`src/design/nfba_pkg.sv`:
```
// Shared types and constants for the next-fit block allocator.
// Holds the controller state enum, the command and status structs and the codes.
// No dependencies.
package nfba_pkg;

  localparam int BLK_W = 13;

  localparam logic [1:0] FUNC_RESERVE = 2'd0;
  localparam logic [1:0] FUNC_FREE    = 2'd1;
  localparam logic [1:0] FUNC_WRITE   = 2'd2;
  localparam logic [1:0] FUNC_NOP     = 2'd3;

  localparam logic [1:0] ST_OK     = 2'd0;
  localparam logic [1:0] ST_NOFREE = 2'd1;
  localparam logic [1:0] ST_FRAG   = 2'd2;
  localparam logic [1:0] ST_RANGE  = 2'd3;

  localparam logic CFG_BLOCK_SIZE  = 1'b0;
  localparam logic CFG_BLOCK_COUNT = 1'b1;

  localparam logic [7:0]       RESET_BLOCK_SIZE  = 8'd16;
  localparam logic [BLK_W-1:0] RESET_BLOCK_COUNT = 13'd256;
  localparam logic [7:0]       MAX_DATA_LENGTH   = 8'd255;

  typedef enum logic [4:0] {
    S_CLEAR, S_CLR_END, S_IDLE, S_DISPATCH, S_DIVR, S_RCHK, S_TOP, S_WAIT,
    S_HOP, S_HCHK, S_FREE_HDR, S_DIVF, S_CLRRUN, S_WR_HDR, S_DONE
  } state_t;

  typedef enum logic [4:0] {
    OP_NONE, OP_CLR_STEP, OP_CLR_FINISH, OP_LOAD, OP_SET_OK, OP_SET_NOFREE,
    OP_SET_FRAG, OP_SET_RANGE, OP_DIV_START, OP_DIV_STEP, OP_RD_HANDLE,
    OP_SCAN_INIT1, OP_SCAN_INIT2, OP_RD_B, OP_HOP_INIT, OP_ADV, OP_HOP_STEP,
    OP_PLACE, OP_FREE_INIT, OP_FREE_STEP, OP_FREE_END, OP_WR_BYTE, OP_OUT_LOAD
  } op_t;

  typedef enum logic {
    DIV_FROM_LENGTH, DIV_FROM_HEADER
  } div_src_t;

  typedef struct packed {
    op_t      op;
    div_src_t div_src;
  } dp_cmd_t;

  typedef struct packed {
    logic       cfg_wr;
    logic       clr_last;
    logic [1:0] func;
    logic       dl_max;
    logic       hdl_out;
    logic       div_done;
    logic       need_gt_free;
    logic       scan_end;
    logic       pass2;
    logic       rd_nz;
    logic       place_ok;
    logic       hop_last;
    logic       b_ge_nb;
    logic       wr_bad;
    logic       run_done;
    logic       out_free;
  } dp_stat_t;

endpackage

```
`src/design/nfba_ctrl.sv`:
```
// Controller state machine of the next-fit block allocator.
// Depends on nfba_pkg; issues one command per cycle to nfba_dp.
module nfba_ctrl (
  input  logic               clk,
  input  logic               rst,
  input  logic               in_valid,
  output logic               in_ready,
  input  nfba_pkg::dp_stat_t stat,
  output nfba_pkg::dp_cmd_t  cmd
);
  import nfba_pkg::*;

  state_t state, state_next;

  always_ff @(posedge clk) begin
    if (rst) begin
      state <= S_CLEAR;
    end else begin
      state <= state_next;
    end
  end

  always_comb begin
    state_next = state;
    unique case (state)
      S_CLEAR:   if (stat.clr_last) state_next = S_CLR_END;
      S_CLR_END: state_next = S_IDLE;
      S_IDLE:    if (in_valid) state_next = S_DISPATCH;
      S_DISPATCH: begin
        unique case (stat.func)
          FUNC_RESERVE: state_next = stat.dl_max ? S_DONE : S_DIVR;
          FUNC_FREE:    state_next = stat.hdl_out ? S_DONE : S_FREE_HDR;
          FUNC_WRITE:   state_next = stat.hdl_out ? S_DONE : S_WR_HDR;
          default:      state_next = S_DONE;
        endcase
      end
      S_DIVR:    if (stat.div_done) state_next = S_RCHK;
      S_RCHK:    state_next = stat.need_gt_free ? S_DONE : S_TOP;
      S_TOP:     if (stat.scan_end) begin
                   state_next = stat.pass2 ? S_DONE : S_TOP;
                 end else begin
                   state_next = S_WAIT;
                 end
      S_WAIT: begin
        priority if (stat.rd_nz) state_next = S_HOP;
        else if (stat.place_ok)  state_next = S_DONE;
        else                     state_next = S_TOP;
      end
      S_HOP:     if (stat.hop_last) state_next = S_HCHK;
      S_HCHK: begin
        if (stat.b_ge_nb) begin
          state_next = stat.pass2 ? S_DONE : S_TOP;
        end else begin
          state_next = S_WAIT;
        end
      end
      S_FREE_HDR: state_next = stat.rd_nz ? S_DIVF : S_DONE;
      S_DIVF:     if (stat.div_done) state_next = S_CLRRUN;
      S_CLRRUN:   if (stat.run_done) state_next = S_DONE;
      S_WR_HDR:   state_next = S_DONE;
      S_DONE:     if (stat.out_free) state_next = S_IDLE;
      default:    state_next = S_CLEAR;
    endcase
    if (stat.cfg_wr) begin
      state_next = S_CLEAR;
    end
  end

  always_comb begin
    cmd.op      = OP_NONE;
    cmd.div_src = DIV_FROM_LENGTH;
    in_ready    = (state == S_IDLE);
    unique case (state)
      S_CLEAR:   cmd.op = OP_CLR_STEP;
      S_CLR_END: cmd.op = OP_CLR_FINISH;
      S_IDLE:    if (in_valid) cmd.op = OP_LOAD;
      S_DISPATCH: begin
        unique case (stat.func)
          FUNC_RESERVE: cmd.op = stat.dl_max ? OP_SET_FRAG : OP_DIV_START;
          FUNC_FREE:    cmd.op = stat.hdl_out ? OP_SET_OK : OP_RD_HANDLE;
          FUNC_WRITE:   cmd.op = stat.hdl_out ? OP_SET_RANGE : OP_RD_HANDLE;
          default:      cmd.op = OP_SET_OK;
        endcase
      end
      S_DIVR:    if (!stat.div_done) cmd.op = OP_DIV_STEP;
      S_DIVF:    cmd.op = stat.div_done ? OP_FREE_INIT : OP_DIV_STEP;
      S_RCHK:    cmd.op = stat.need_gt_free ? OP_SET_NOFREE : OP_SCAN_INIT1;
      S_TOP: begin
        if (stat.scan_end) begin
          cmd.op = stat.pass2 ? OP_SET_FRAG : OP_SCAN_INIT2;
        end else begin
          cmd.op = OP_RD_B;
        end
      end
      S_WAIT: begin
        priority if (stat.rd_nz) cmd.op = OP_HOP_INIT;
        else if (stat.place_ok)  cmd.op = OP_PLACE;
        else                     cmd.op = OP_ADV;
      end
      S_HOP:     cmd.op = OP_HOP_STEP;
      S_HCHK: begin
        if (stat.b_ge_nb) begin
          cmd.op = stat.pass2 ? OP_SET_FRAG : OP_SCAN_INIT2;
        end else begin
          cmd.op = OP_RD_B;
        end
      end
      S_FREE_HDR: begin
        cmd.op      = stat.rd_nz ? OP_DIV_START : OP_SET_OK;
        cmd.div_src = DIV_FROM_HEADER;
      end
      S_CLRRUN:  cmd.op = stat.run_done ? OP_FREE_END : OP_FREE_STEP;
      S_WR_HDR:  cmd.op = stat.wr_bad ? OP_SET_RANGE : OP_WR_BYTE;
      S_DONE:    if (stat.out_free) cmd.op = OP_OUT_LOAD;
      default:   cmd.op = OP_NONE;
    endcase
  end

endmodule

```
`config.mk`:
```
export PLATFORM = sky130hd
export DESIGN_NAME = nfba_ctrl
export DESIGN_NICKNAME = d
export VERILOG_FILES = /design/src/design/nfba_pkg.sv /design/src/design/nfba_ctrl.sv
export SDC_FILE = /design/constraint.sdc
export NUM_CORES = 1
export LEC_CHECK = 0
export ABC_AREA = 1
export BUFFER_PORTS_ARGS = -buffer_cell sky130_fd_sc_hd__buf_2
export CAP_MARGIN = 25
export CORE_AREA = 10 10 64 66
export CTS_BUF_LIST = sky130_fd_sc_hd__clkbuf_16
export CTS_CLUSTER_DIAMETER = 40
export CTS_CLUSTER_SIZE = 10
export DETAILED_ROUTE_END_ITERATION = 8
export DIE_AREA = 0 0 74 76
export PLACE_DENSITY = 0.62
export SETUP_SLACK_MARGIN = 0.1
export SYNTH_ARGS = -nofsm -noshare
export SYNTH_HDL_FRONTEND = slang
export SYNTH_SLANG_ARGS = --single-unit
```
`constraint.sdc`:
```
create_clock -name clk -period 1.6 [get_ports clk]
set_input_delay 0.08 -clock clk [delete_from_list [all_inputs] [get_ports clk]]
set_output_delay 0.08 -clock clk [all_outputs]
set_load 0.02 [all_outputs]
```
; ---- After elaboration in Yosys (flattened, before gate mapping)
; Cells that the tools add are included.
[word_totals]
elab_cells = 66
mem_bits_rw = 0
regBits = 5
latch_bits = 0
inputBits = 20
rom_bits = 0
mem_count = 0
[op_classes]
order_cmp = 0
shift = 0
n_eq_ne = 23
bitwise_logic = 0
n_div = 0
n_mul = 0
addsub = 0
muxes = 38
n_reduce_logical = 4
[ops]
columns = operator, n
row1 = $pmux W5 S15, 2
row2 = $mux W4, 16
row3 = $mux W5, 12
row4 = $eq A5 B4 Y1 const B, 7
row5 = $pmux W4 S3, 2
row6 = $eq A5 B3 Y1 const B, 4
row7 = $ne A2 B2 Y1 const B, 7
row8 = $eq A5 B2 Y1 const B, 2
row9 = $mux W3, 3
row10 = $reduce_and A7 Y1, 1
row11 = $eq A5 B1 Y1 const B, 1
row12 = $logic_not A5 Y1, 1
row13 = $mux W2, 2
row14 = $eq A2 B1 Y1 const B, 1
row15 = $eq A2 B2 Y1 const B, 1
row16 = $logic_not A2 Y1, 1
row17 = $reduce_or A2 Y1, 1
row18 = $mux W1, 1

; ---- Longest topological paths before layout
; Gate-level depths: netlist of run 1.
[depth]
word_depth = 3
depth_mapped = 10
mapped_depth_nobuf = 10

; ---- Worst setup path after synthesis of run 1
; Ideal clock, no wire load.
[synth_path]
kind = register -> output
from = reg state[1]
to = out cmd[3] (netlist name)
t_arrival_ns = 1.270
slack_ns = 0.250
path_buffers = 1
path_stages_with_launch = 10
cell_sequence = dfxtp_1 -> buf_4 -> nand2_1 -> inv_1 -> nand2_1 -> inv_1 -> o21ai_1 -> nand2_1 -> nor3_1 -> nand4_1
[synth_lines]
columns = element, line_no
row1 = "start, declared", nfba_ctrl.sv:13  ; state_t state, state_next;
row2 = "start signal, assigned", nfba_ctrl.sv:19  ; state <= state_next;
row3 = "end, declared", nfba_ctrl.sv:9  ; output nfba_pkg::dp_cmd_t cmd

==> flow_results.org, run 1 <==
** Status
- Status :: completed

** Die
- Initial core utilization :: about a third
- Die Wd :: 74 microns
- Number of cell rows :: 20
- Total die area :: 0.005624 sq mm
- The core region is just under 0.003 sq mm.
- In this run the vertical extent of the chip is 76 microns.
- In this run the count of I/O pins placed on the die edge is 27.

** Power and ir drop
- The share of total power dissipated in combinational logic is between 20% and 30%.
- Power per cell area :: 421.7 mW/mm^2
- Cell-internal power :: 0.4806 mW
- The design draws 0.6463 mW.
- Net Sw Power :: roughly 0.17 mW
- Summed over all cells, the static leakage comes to between 0.8 and 0.9 nW.
- Share of power burned in the clock network :: approximately three fifths
- Max VDD drop :: approximately 0.33 mV
- Net Sw Frac :: between 20% and 30%
- In this run, flip-flops and latches consume between 15 and 20% of the power.

** STA
- Headroom to the max-slew limit came out at 78.77%.
- Maximum clock frequency :: 0.6329 GHz
- Setup slack on the critical path of the routed design comes to 19.89 ps.
- Setup total negative slack on the finished layout was measured at 0 ps.
- Final critical-path required period :: approximately 1600 ps
- The final hold violation count is 0.
- Portion of the clock cycle consumed by the worst path in the final layout :: 98.76%
- Setup violations remaining at the end of the flow were counted as 0.
- Across the routed clock network, the largest skew measured is 0.09545 ps.
- Pin slew with the least headroom to its limit :: 316.3 ps
- Max Transition Viols Final :: 0
- Setup repair after global routing missed its margin :: true

** Logic synthesis
- After synthesis, the netlist uses 25 different library cells.
- Syn_nets :: 211
- For this run, the number of Yosys warnings is 0.
- Part of the Yosys area used for sequential elements :: about 8.4%
- A synthesized cell averages a little over 5 sq um.
- Synthesized netlist cell count :: approximately 190
- The mapped netlist covers ~950 sq um.
- Synthesis inferred 4 register bits.

** Finish
- Counting the fill cells in the layout gives slightly below 300.
- Register bank with the most flops :: state
- Flip-flop count of the largest register, all copies and words added :: 4
- The final layout contains 256 nets.
- In the final layout, flip-flops and latches occupy roughly 93 sq um.
- Count of antenna diodes in the layout :: 0
- Summing all multi-input logic gate instances after layout gives 869.6 sq um.
- Registers with the most flip-flops :: state: 4 flops
- Cells with a size suffix above 1 make up 41.74% of the layout.
- Compared with the post-synthesis result, the final layout area differs by 60.97%.
- Final standard cell count with taps included and fillers excluded :: 263
- Measured on the finished design, the core utilization comes to 52.35%.

** Routing
- The routed design has 3620 microns of wire.
- In the routed design, unresolved DRC markers number 0.
- The detail route stage leaves a number of antenna-violating nets equal to 0.
- Initial drt markers :: 120
- In the final routed layout, each cell accounts on average for ~14 microns.
- Before antenna repair, the detailed router went through 4 iterations.
- Across all layers, the routed design uses 1,326 vias.
- DR vias/cell :: 5.042

** Global route
- Met2 track demand over resource in global routing :: between 10% and 20%
- Wire length of the first global-routing pass :: 5457 microns
- Antenna violations before repair :: 0
- Met3 track utilization from global routing :: 2.474%
- Across every metal layer, demand over resource in global routing totals 11.38%.
- Summed over all layers, the global routing overflow is 0.
- Number of global-route vias before repair :: 1,237
- The layer flagged by global routing as most heavily used is met2.
- Entering global routing, the biggest net connects 10 pins.
- Met1 track utilization from global routing :: 14.04%

** Place
- At the end of routability-driven placement, the weighted congestion stood at 0.9226.
- Quantity of I/O buffers inserted on ports :: 26
- Place WS :: about 70 ps
- In this run, placement finished with an instance count of 248.
- Once detailed placement completed, the half-perimeter wirelength came to 2588 microns.

** Hold path
- Hold/Removal Path Class :: input pin to flop
- The worst hold path terminates at state[2]$_SDFFE_PP0P_.
- In this run the most critical hold path is launched from rst.
- Instance count along the most critical hold path :: 3

** Clock network
- Clock slew at reported path FFs :: 30 ps
- Deepest clock path buffer count :: 2
- In this run the number of H-tree levels came out at 1.
- For this design, the sink count on the clock tree is 4.
- Master cell of the clock root buffer :: sky130_fd_sc_hd__clkbuf_16
- Hold repair after CTS inserted 0 buffers.
- TritonCTS Buffers :: 3
- Clock Latency Late Sink :: 220 ps
- TritonCTS clock tree :: built

** Worst setup path
- Critical path launch point type :: flop
- Origin of the critical flop-to-flop path :: state[1]$_SDFFE_PP0P_
- Of all nets on the critical path, the largest fanout is 5.
- For the worst flop-to-flop path, the logic depth is 9.
- STA classifies the critical path endpoint as an output pin.
- The worst setup path is of the flop to output pin kind.
- Critical R2R Capture :: state[2]$_SDFFE_PP0P_
- Slack of the worst reg-to-reg path :: ~130 ps
- Data on the critical path arrives at its endpoint at 1500 ps.
- Required @ worst endpoint :: around 1500 ps

** Job
- Max cap viols :: 0
## layout by cell type, fill, tap and decap left out, types with 2 or more instances in the layout
cell type                   instances
sky130_fd_sc_hd__a21oi_1            4
sky130_fd_sc_hd__a21oi_2            2
sky130_fd_sc_hd__buf_12             3
sky130_fd_sc_hd__buf_2             21
sky130_fd_sc_hd__buf_4             13
sky130_fd_sc_hd__buf_6              5
sky130_fd_sc_hd__clkbuf_16          3
sky130_fd_sc_hd__dfxtp_4            3
sky130_fd_sc_hd__ha_1               4
sky130_fd_sc_hd__inv_1             24
sky130_fd_sc_hd__inv_2              8
sky130_fd_sc_hd__nand2_1           55
sky130_fd_sc_hd__nand2_2            7
sky130_fd_sc_hd__nand2_4            2
sky130_fd_sc_hd__nand3_1           12
sky130_fd_sc_hd__nand3_2            2
sky130_fd_sc_hd__nand3b_1           5
sky130_fd_sc_hd__nand4_1            5
sky130_fd_sc_hd__nor2_1            15
sky130_fd_sc_hd__nor2_2             9
sky130_fd_sc_hd__nor2_4             6
sky130_fd_sc_hd__nor3_2             2
sky130_fd_sc_hd__o21ai_0            4
sky130_fd_sc_hd__o21ai_1            3
## layout make-up
type | instances | area share, %
tap | 33 | 2.694
timing repair buffer | 42 | 20.82
sequential | 4 | 6.041
inverter | 34 | 8.816
clock buffer | 3 | 4.898
multi-input combinational | 147 | 56.73
## cells by family after synthesis
family	synth area share, %
and+or+nand+nor	61.89
buffers and inverters	14.98
AOI/OAI and AO/OA	9.461
adders and majority gates	5.256
DFF	8.410
## worst max-delay path by stage
stage	start	to	cells after the start
global route	state[2]$_SDFFE_PP0P_	cmd[1]	8
global placement	state[1]$_SDFFE_PP0P_	cmd[3]	9
detailed placement	state[1]$_SDFFE_PP0P_	cmd[3]	9
floorplan	state[1]$_SDFFE_PP0P_	cmd[3]	9
CTS	state[0]$_SDFFE_PP0P_	cmd[3]	9
finish	state[2]$_SDFFE_PP0P_	cmd[1]	8
## synth_stat cells
master	instances	area share, %
sky130_fd_sc_hd__nor2_4	1	1.2
sky130_fd_sc_hd__dfxtp_1	4	8.4
sky130_fd_sc_hd__nor2_2	6	3.9
sky130_fd_sc_hd__o21ai_0	7	3.7
sky130_fd_sc_hd__o21ai_1	1	0.53
sky130_fd_sc_hd__nor4_1	1	0.66
sky130_fd_sc_hd__o31ai_1	1	0.79
sky130_fd_sc_hd__nand2_2	3	2.0
sky130_fd_sc_hd__nor3_1	4	2.1
sky130_fd_sc_hd__nand3b_1	5	3.9
sky130_fd_sc_hd__nand3_2	1	1.1
sky130_fd_sc_hd__nand4_1	5	3.3
sky130_fd_sc_hd__a21oi_1	5	2.6
sky130_fd_sc_hd__nand2_1	62	24
sky130_fd_sc_hd__nor2_1	23	9.1
sky130_fd_sc_hd__nor2_8	1	2.1
sky130_fd_sc_hd__o221ai_1	1	0.92
sky130_fd_sc_hd__or2_2	1	0.66
sky130_fd_sc_hd__inv_1	30	12
sky130_fd_sc_hd__inv_2	4	1.6
sky130_fd_sc_hd__nand3_1	13	6.8
sky130_fd_sc_hd__ha_1	4	5.3
sky130_fd_sc_hd__a21oi_2	1	0.92
sky130_fd_sc_hd__buf_4	2	1.6
sky130_fd_sc_hd__and3_1	1	0.66
## power groups by stage
| stage | logic (mW) | registers [mW] | clock network, mW |
|---|---|---|---|
| after detailed placement | 0.127 | 0.107 | 0 |
| final | 0.153 | 0.105 | 0.388 |
| after floorplan | 0.0770 | 0.106 | 0 |
| after global placement | 0.128 | 0.107 | 0 |
| after CTS | 0.136 | 0.106 | 0.390 |
| after global routing | 0.172 | 0.105 | 0.405 |
## per-layer routing
metal / share of wire, % / vias up
met2: 50 / 57
met4: 1.4 / 0
li1: - / 674
met3: 8.0 / 7
met1: 40 / 588
met5: 0 / -
## timing repair
| item | CTS | global route |
|---|---|---|
| setup endpoints to repair | 6 | 9 |
| gates resized for setup | 30 | 33 |
| pin swaps | 5 | 12 |
| buffers inserted | 6 | 6 |
## through the flow
step,area [sq um],hold slack (ps)
final,1533,144.1
after global routing,1533,170.8
after CTS,1354,145.5
after detailed placement,1151,382.3
after global placement,1151,377.2
after floorplan,952.2,278.2
## worst max-delay path, stage by stage, from the launching register on
cell and delay (ps):
sky130_fd_sc_hd__dfxtp_4 360, sky130_fd_sc_hd__buf_12 140, sky130_fd_sc_hd__nand2_8 60, sky130_fd_sc_hd__inv_2 50
sky130_fd_sc_hd__nand3_2 80, sky130_fd_sc_hd__inv_2 60, sky130_fd_sc_hd__nor4_4 280, sky130_fd_sc_hd__nand2_1 100
sky130_fd_sc_hd__buf_6 140
No activity file was read; power rests on OpenSTA's default activity.
==> run 2: changes to the inputs <==
--- a/config.mk
+++ b/config.mk
@@ -7,14 +7,13 @@
 export LEC_CHECK = 0
 export ABC_AREA = 1
 export BUFFER_PORTS_ARGS = -buffer_cell sky130_fd_sc_hd__buf_2
-export CAP_MARGIN = 25
 export CORE_AREA = 10 10 64 66
 export CTS_BUF_LIST = sky130_fd_sc_hd__clkbuf_16
 export CTS_CLUSTER_DIAMETER = 40
 export CTS_CLUSTER_SIZE = 10
 export DETAILED_ROUTE_END_ITERATION = 8
 export DIE_AREA = 0 0 74 76
-export PLACE_DENSITY = 0.62
+export MAX_ROUTING_LAYER = met4
 export SETUP_SLACK_MARGIN = 0.1
 export SYNTH_ARGS = -nofsm -noshare
 export SYNTH_HDL_FRONTEND = slang
==> run 2 against run 1 <==
  * The run now ends with setup timing left
  * Hold slack got worse by 8.0 ps
  * First-iteration DRC count decreased by 31%
  * Sequential power about the same
  * Die area unchanged
  * Total power increased by 1.8%
==> flow_results.org, run 2 (synthesized netlist as in run 1, its figures left out) <==
** Status
- The flow ran to the end, but the final reports show violations.
- The final reports fail on setup timing.

** Finish
- Register bank with the most flops :: state
- Layout filler cell count :: 270
- The area growth from synthesis to layout is 69.38%.
- Flip-flop count of the largest register, all copies and words added :: 4
- Most frequent standard cell in the layout excluding fill and tap cells :: sky130_fd_sc_hd__nand2_1
- Area of the multi-input gates :: 870.8 sq um
- Leaving out fill and tap cells, the most frequent cells in the layout are 52 x sky130_fd_sc_hd__nand2_1, 25 x sky130_fd_sc_hd__inv_1, 21 x sky130_fd_sc_hd__buf_2, 21 x sky130_fd_sc_hd__buf_4, 17 x sky130_fd_sc_hd__nor2_1.
- Count of antenna diodes in the layout :: 0
- The largest registers in the layout are state: 4 flops.
- Nets@finish :: about 270
- Sequential cell area :: just over 90 sq um
- Share of layout cells above drive strength 1 :: 44.81%

** Place
- At the end of routability-driven placement, the weighted congestion stood at between 0.9 and 1.
- Buffers placed on the I/O ports in this run total 26.
- The wire-length estimate of the detail-placed layout is 2505 microns.
- Place WS :: 29.18 ps

** Routing
- After detailed routing, the total wire length is 3731 microns.
- Initial drt markers :: 83
- In this run the remaining antenna-violating nets after routing total 0.
- The first TritonRoute pass finished after 5 iterations.
- Avg WL per Cell :: between 10 and 15 microns
- In the routed layout, each cell is associated on average with a via count of 5.088.
- Total number of vias :: 1,394
- After detailed routing, the number of remaining DRC violations is 0.

** Die
- Initial core utilization :: 32.52%
- Die Wd :: ~74 microns
- Die height :: 76 microns
- Total die area :: 0.005624 sq mm
- Number of cell rows :: 20
- For this design the top-level I/O count stands at 27.
- The core region is roughly 0.003 sq mm.

** Hold path
- Instance count along the most critical hold path :: 3
- Beginning of the worst hold path :: rst
- Hold/Removal Path Class :: input pin to flop
- For hold timing, the worst endpoint is state[2]$_SDFFE_PP0P_.

** Worst setup path
- WP data arrival :: about 1600 ps
- Critical path fanouts, max :: 8
- In this run the critical register-to-register path is launched from state[1]$_SDFFE_PP0P_.
- Number of cells traversed by the worst register-to-register path :: 9
- STA classifies the critical path startpoint as a flop.
- Setup slack on the worst reg-to-reg path comes out at around 110 ps.
- STA classifies the critical path endpoint as an output pin.
- At the worst endpoint, the required time is between 1500 and 2000 ps.
- Critical R2R Capture :: state[2]$_SDFFE_PP0P_
- Setup CP Type :: flop to output pin

** Clock network
- The cell sitting at the root of the clock tree is a sky130_fd_sc_hd__clkbuf_16.
- In this run the deepest clock path goes through 2 buffers.
- For this design, the CTS-stage hold fixing added 0 buffers.
- TritonCTS clock tree :: built
- TritonCTS Buffers :: 3
- Clock latency on the worst-skew pair, taken at its later pin, is between 200 and 250 ps.
- Maximum level of the CTS H-tree :: 1
- Clock slew at reported path FFs :: 30 ps
- The clock drives 4 sinks.

** Power and ir drop
- In this run the power density over the cells is 408.0 mW/mm^2.
- Static leakage :: 0.9249 nW
- Max VDD drop :: around 0.3 mV

** Global route
- In the global route stage, met3 resource usage came out at 2.214%.
- The number of antenna violations at the first check in global routing is 0.
- The first global-routing pass estimated 5961 microns of wire.
- Largest net degree at the start of global routing :: 10
- Number of global-route vias before repair :: 1,382
- For met1 alone, demand over resource in global routing was roughly 14%.
- Total track usage :: 12.90%
- For this run, global-route usage on met2 was measured as 20.90%.
- met2 is the most crowded layer.
- Global routing finished with a remaining overflow of 0.

** STA
- Total Neg Setup Slack :: -49.29 ps
- Max Transition Viols Final :: 0
- Normalized max-slew margin :: 82.06%
- The worst path uses 101.6% of the clock period.
- Setup violations remaining at the end of the flow were counted as 2.
- At the pin with the least slew margin, the transition time is 266.9 ps.
- Minimum setup slack in the final design :: -25.41 ps
- Count of final hold-check violations :: 0
- Worst Skew :: about 1.4 ps
- The smallest clock period supported by the final layout is computed as 1625 ps.
- Setup repair after global routing missed its margin :: true
- Based on the critical path, the design can be clocked at up to 0.6152 GHz.

** Job
- The tool flagged a number of max-cap violations equal to 0.
[run 2: changes by cell type in the layout (fill, tap and decap cells not counted), sizes merged]
cell,delta
buf,+11
[run 2: per-layer routing]
layer / share of wire, % / vias to the layer above / wire, microns
met1: 41 / 627 / 1547
met4: 2.9 / 0 / 110
met3: 6.8 / 12 / 254
met2: 49 / 54 / 1818
met5: 0 / - / 0
li1: - / 701 / -
[run 2: area by class of cell]
cell class	count	share of cell area (%)
inverters	34	8.534
repair buffers	53	24.52
flip-flops and latches	4	5.741
well taps	33	2.560
clock buffers	3	4.655
multi-input cells	147	54.00
[run 2: report_power, final]
| part | internal, mW | switching [mW] | total [mW] |
|---|---|---|---|
| Combinational | 0.0704 | 0.0956 | 0.166 |
| Sequential | 0.0990 | 0.00449 | 0.103 |
| Clock | 0.319 | 0.0693 | 0.388 |
| Total | 0.489 | 0.169 | 0.658 |
[run 2: worst max path at each step]
stage | to | cells after the start | from | slack, ps
detailed placement | cmd[3] | 9 | state[1]$_SDFFE_PP0P_ | 30
CTS | cmd[3] | 9 | state[3]$_SDFFE_PP0P_ | 30
finish | cmd[3] | 9 | state[2]$_SDFFE_PP0P_ | -30
global placement | cmd[3] | 9 | state[1]$_SDFFE_PP0P_ | -8
global route | cmd[1] | 8 | state[3]$_SDFFE_PP0P_ | -70
floorplan | cmd[3] | 9 | state[1]$_SDFFE_PP0P_ | 250
[run 2: metrics by stage]
stage	total power [mW]	area [sq um]	hold WS, ps	utilization (%)	cells
2_1_floorplan	0.1827	952.2	278.2	-	187
3_3_place_gp	0.2354	1151	379.4	39.32	248
3_5_place_dp	0.2338	1151	383.0	39.32	248
4_1_cts	0.6404	1408	140.9	48.08	261
5_1_grt	0.6938	1613	176.1	55.09	274
6_report	0.6580	1613	136.0	55.09	274
[run 2: repair_timing]
item / 4_1_cts / 5_1_grt
buffers inserted: 10 / 14
resized for setup: 38 / 31
pin swaps: 11 / 17
setup endpoints to repair: 6 / 9
[run 2: critical path, cell delays in order, from the launching register on]
cell	delay (ps)
sky130_fd_sc_hd__dfxtp_4	370
sky130_fd_sc_hd__inv_6	90
sky130_fd_sc_hd__nor2_8	60
sky130_fd_sc_hd__nand2_4	80
sky130_fd_sc_hd__inv_4	40
sky130_fd_sc_hd__o21ai_4	70
sky130_fd_sc_hd__nand2_2	70
sky130_fd_sc_hd__nor3_2	220
sky130_fd_sc_hd__nand4_1	160
sky130_fd_sc_hd__buf_6	170
==> run 3: changes to the inputs <==
--- a/config.mk
+++ b/config.mk
@@ -14,6 +14,7 @@
 export DETAILED_ROUTE_END_ITERATION = 8
 export DIE_AREA = 0 0 74 76
 export MAX_ROUTING_LAYER = met4
+export PLACE_DENSITY = 0.51
 export SETUP_SLACK_MARGIN = 0.1
 export SYNTH_ARGS = -nofsm -noshare
 export SYNTH_HDL_FRONTEND = slang
==> run 3 against run 2 <==
  * Combinational power down 11%
  * The run now ends clean
  * Sequential cell count did not move
  * Die area stayed put
==> flow_results.org, run 3 (synthesized netlist as in run 1, its figures left out) <==
** Status
- Status :: completed

** Global route
- Largest net degree at the start of global routing :: 10
- In the global route stage, overall resource usage came out at 12.14%.
- Global routing used 20.14% of the available met2 tracks.
- Global routing finished with a remaining overflow of 0.
- Global routing used under 10% of the available met3 tracks.
- For met1 alone, demand over resource in global routing was between 10% and 20%.
- The number of antenna violations at the first check in global routing was 0.
- The via count of the first global-routing pass is 1,353.
- The first global-routing pass estimated 5720 microns of wire.
- After global routing, the most crowded layer is met2.

** Power and ir drop
- Power per cell area :: 427.3 mW/mm^2
- Max VDD drop :: 0.4035 mV
- The analysis attributes to cell leakage a power of about 0.87 nW.

** Die
- Top-level I/O count :: 27
- Total die area :: roughly 0.0056 sq mm
- Number of cell rows :: 20
- Core area :: 0.002928 sq mm
- From bottom edge to top edge, the die measures 76 microns.
- In this run the horizontal extent of the chip is approximately 74 microns.
- Initial core utilization :: between 30 and 40%

** Routing
- In this run the remaining antenna-violating nets after routing total 0.
- After detailed routing, the number of remaining DRC violations is 0.
- Total number of vias :: 1,304
- Post-Route WL :: around 3300 microns
- After detailed routing, the average wire length per cell comes to 12.59 microns.
- Initial drt markers :: 60
- Using the TritonRoute via totals, the vias-per-cell ratio works out to between 4 and 5.
- Iteration count of the initial detailed-routing pass :: 4

** Worst setup path
- Crit path from :: state[3]$_SDFFE_PP0P_
- Number of buffers and inverters on the critical path :: 3
- At the worst endpoint, the arrival time is roughly 1500 ps.
- Critical path, cell by cell :: buf_12 > inv_2 > nor2_4 > nand3_1 > nand2_1 > nor3_2 > nand4_1 > buf_6
- For the worst setup path, the data required time is between 1500 and 2000 ps.
- Setup CP Type :: flop to output pin
- Critical path fanouts, max :: 8
- Critical path launch point type :: flop
- Largest incremental delay on the critical path :: 330 ps
- In this run the critical register-to-register path is launched from state[1]$_SDFFE_PP0P_.
- Endpoint kind of the worst setup timing path :: output pin
- Worst path slowest cell :: sky130_fd_sc_hd__dfxtp_2
- The cell family contributing the most delay on the critical path is simple AND/OR/NAND/NOR gates.

** Finish
- Nets@finish :: 256
- Cells with a size suffix above 1 make up approximately two fifths of the layout.
- Flip-flop count of the largest register, all copies and words added :: 4
- The finished cells cover 0.001488 sq mm.
- The register with the most flip-flops in the final layout is state.
- The library cell used most frequently in the layout, excluding fill and tap cells, is sky130_fd_sc_hd__nand2_1.
- The largest registers in the layout are state: 4 flops.
- Commonest cells after routing, fill and taps aside :: 56 x sky130_fd_sc_hd__nand2_1, 25 x sky130_fd_sc_hd__inv_1, 22 x sky130_fd_sc_hd__buf_2, 16 x sky130_fd_sc_hd__nor2_1
- Area Overhead vs Synth :: 56.24%
- Final standard cell count with taps included and fillers excluded :: 263
- Count of antenna diodes in the layout :: 0

** Place
- Placed Instance Area :: 0.001144 sq mm
- Once detailed placement completed, the half-perimeter wirelength came to 2568 microns.
- During placement, the flow inserted port buffers numbering 26.
- Gpl congestion :: about 0.88
- After detailed placement, the design holds a cell count of 247.

** STA
- For the final database, setup skew stands at approximately 1.5 ps.
- The number of pins with negative max-slew slack in the final report was 0.
- Normalized max-slew margin :: 82.53%
- Derived from the worst setup path, the maximum achievable clock frequency is 0.6351 GHz.
- Pin slew with the least headroom to its limit :: 259.3 ps
- After layout, the worst path uses 98.41% of the clock period.
- The final hold violation count is 0.
- Final setup violation count :: 0
- Final critical-path required period :: 1575 ps
- Setup repair after global routing could not meet its margin everywhere.

** Hold path
- The startpoint identified for the worst hold timing path is rst.
- The tightest min-delay check is of the input pin to flop type.

** Clock network
- TritonCTS Buffers :: 3
- Master cell of the clock root buffer :: sky130_fd_sc_hd__clkbuf_16
- Clock slew at reported path FFs :: 30 ps
- Sink count of the clock tree :: 4
- Maximum level of the CTS H-tree :: 1
- The clock passes through at most 2 buffers.
- Clock Latency Late Sink :: 220 ps
- Hold repair after CTS inserted 0 buffers.
- TritonCTS clock tree :: built

** Job
- Max cap viols :: 0
[run 3: timing repair]
item | CTS | global route
pin swaps | 11 | 8
setup buffers | 12 | 1
resized for setup | 44 | 12
endpoints found under the setup margin | 9 | 9
[run 3: cell type report]
class                      instances  area (sq um)
clock buffer                       3         75.07
fill                             298          1440
inverter                          34         132.6
multi-input combinational        147         850.8
sequential                         4         92.59
tap                               33         41.29
timing repair buffer              42         295.3
[run 3: tightest hold or removal path, stage by stage]
cell	delay [ps]
sky130_fd_sc_hd__buf_2	70
sky130_fd_sc_hd__or2_2	150
sky130_fd_sc_hd__a21oi_2	40
[run 3: path summary, 6_finish.rpt]
check                                              to  slack [ps]  depth (start not counted)
worst max-delay path                           cmd[3]          30                          8
worst min-delay path            state[2]$_SDFFE_PP0P_         160                          3
worst min register to register  state[1]$_SDFFE_PP0P_         560                          2
worst max register to register  state[1]$_SDFFE_PP0P_         120                         10
[run 3: metal layers]
metal	share of wire, %	vias to the layer above	wire, microns
li1	-	677	-
met1	40	583	1340
met2	52	42	1707
met3	7.3	2	243
met4	0.57	0	19
met5	0	-	0
[run 3: where the power goes]
part	leakage (nW)	internal [mW]	total [mW]	switching [mW]
clock	0.0370	0.319	0.383	0.0641
combinational	0.794	0.0608	0.148	0.0870
sequential	0.0352	0.0990	0.105	0.00605
[run 3: metrics by stage]
step	setup WS, ps	total power [mW]	setup TNS (ps)	hold WS (ps)	util (%)
after CTS	53.98	0.6347	0	144.5	49.02
after global placement	0.5654	0.2360	0	377.9	39.06
after detailed placement	12.77	0.2340	0	379.0	39.06
final	25.46	0.6357	0	162.3	50.81
after floorplan	249.9	0.1827	0	278.2	-
after global routing	-35.61	0.6720	-105.9	187.3	50.81
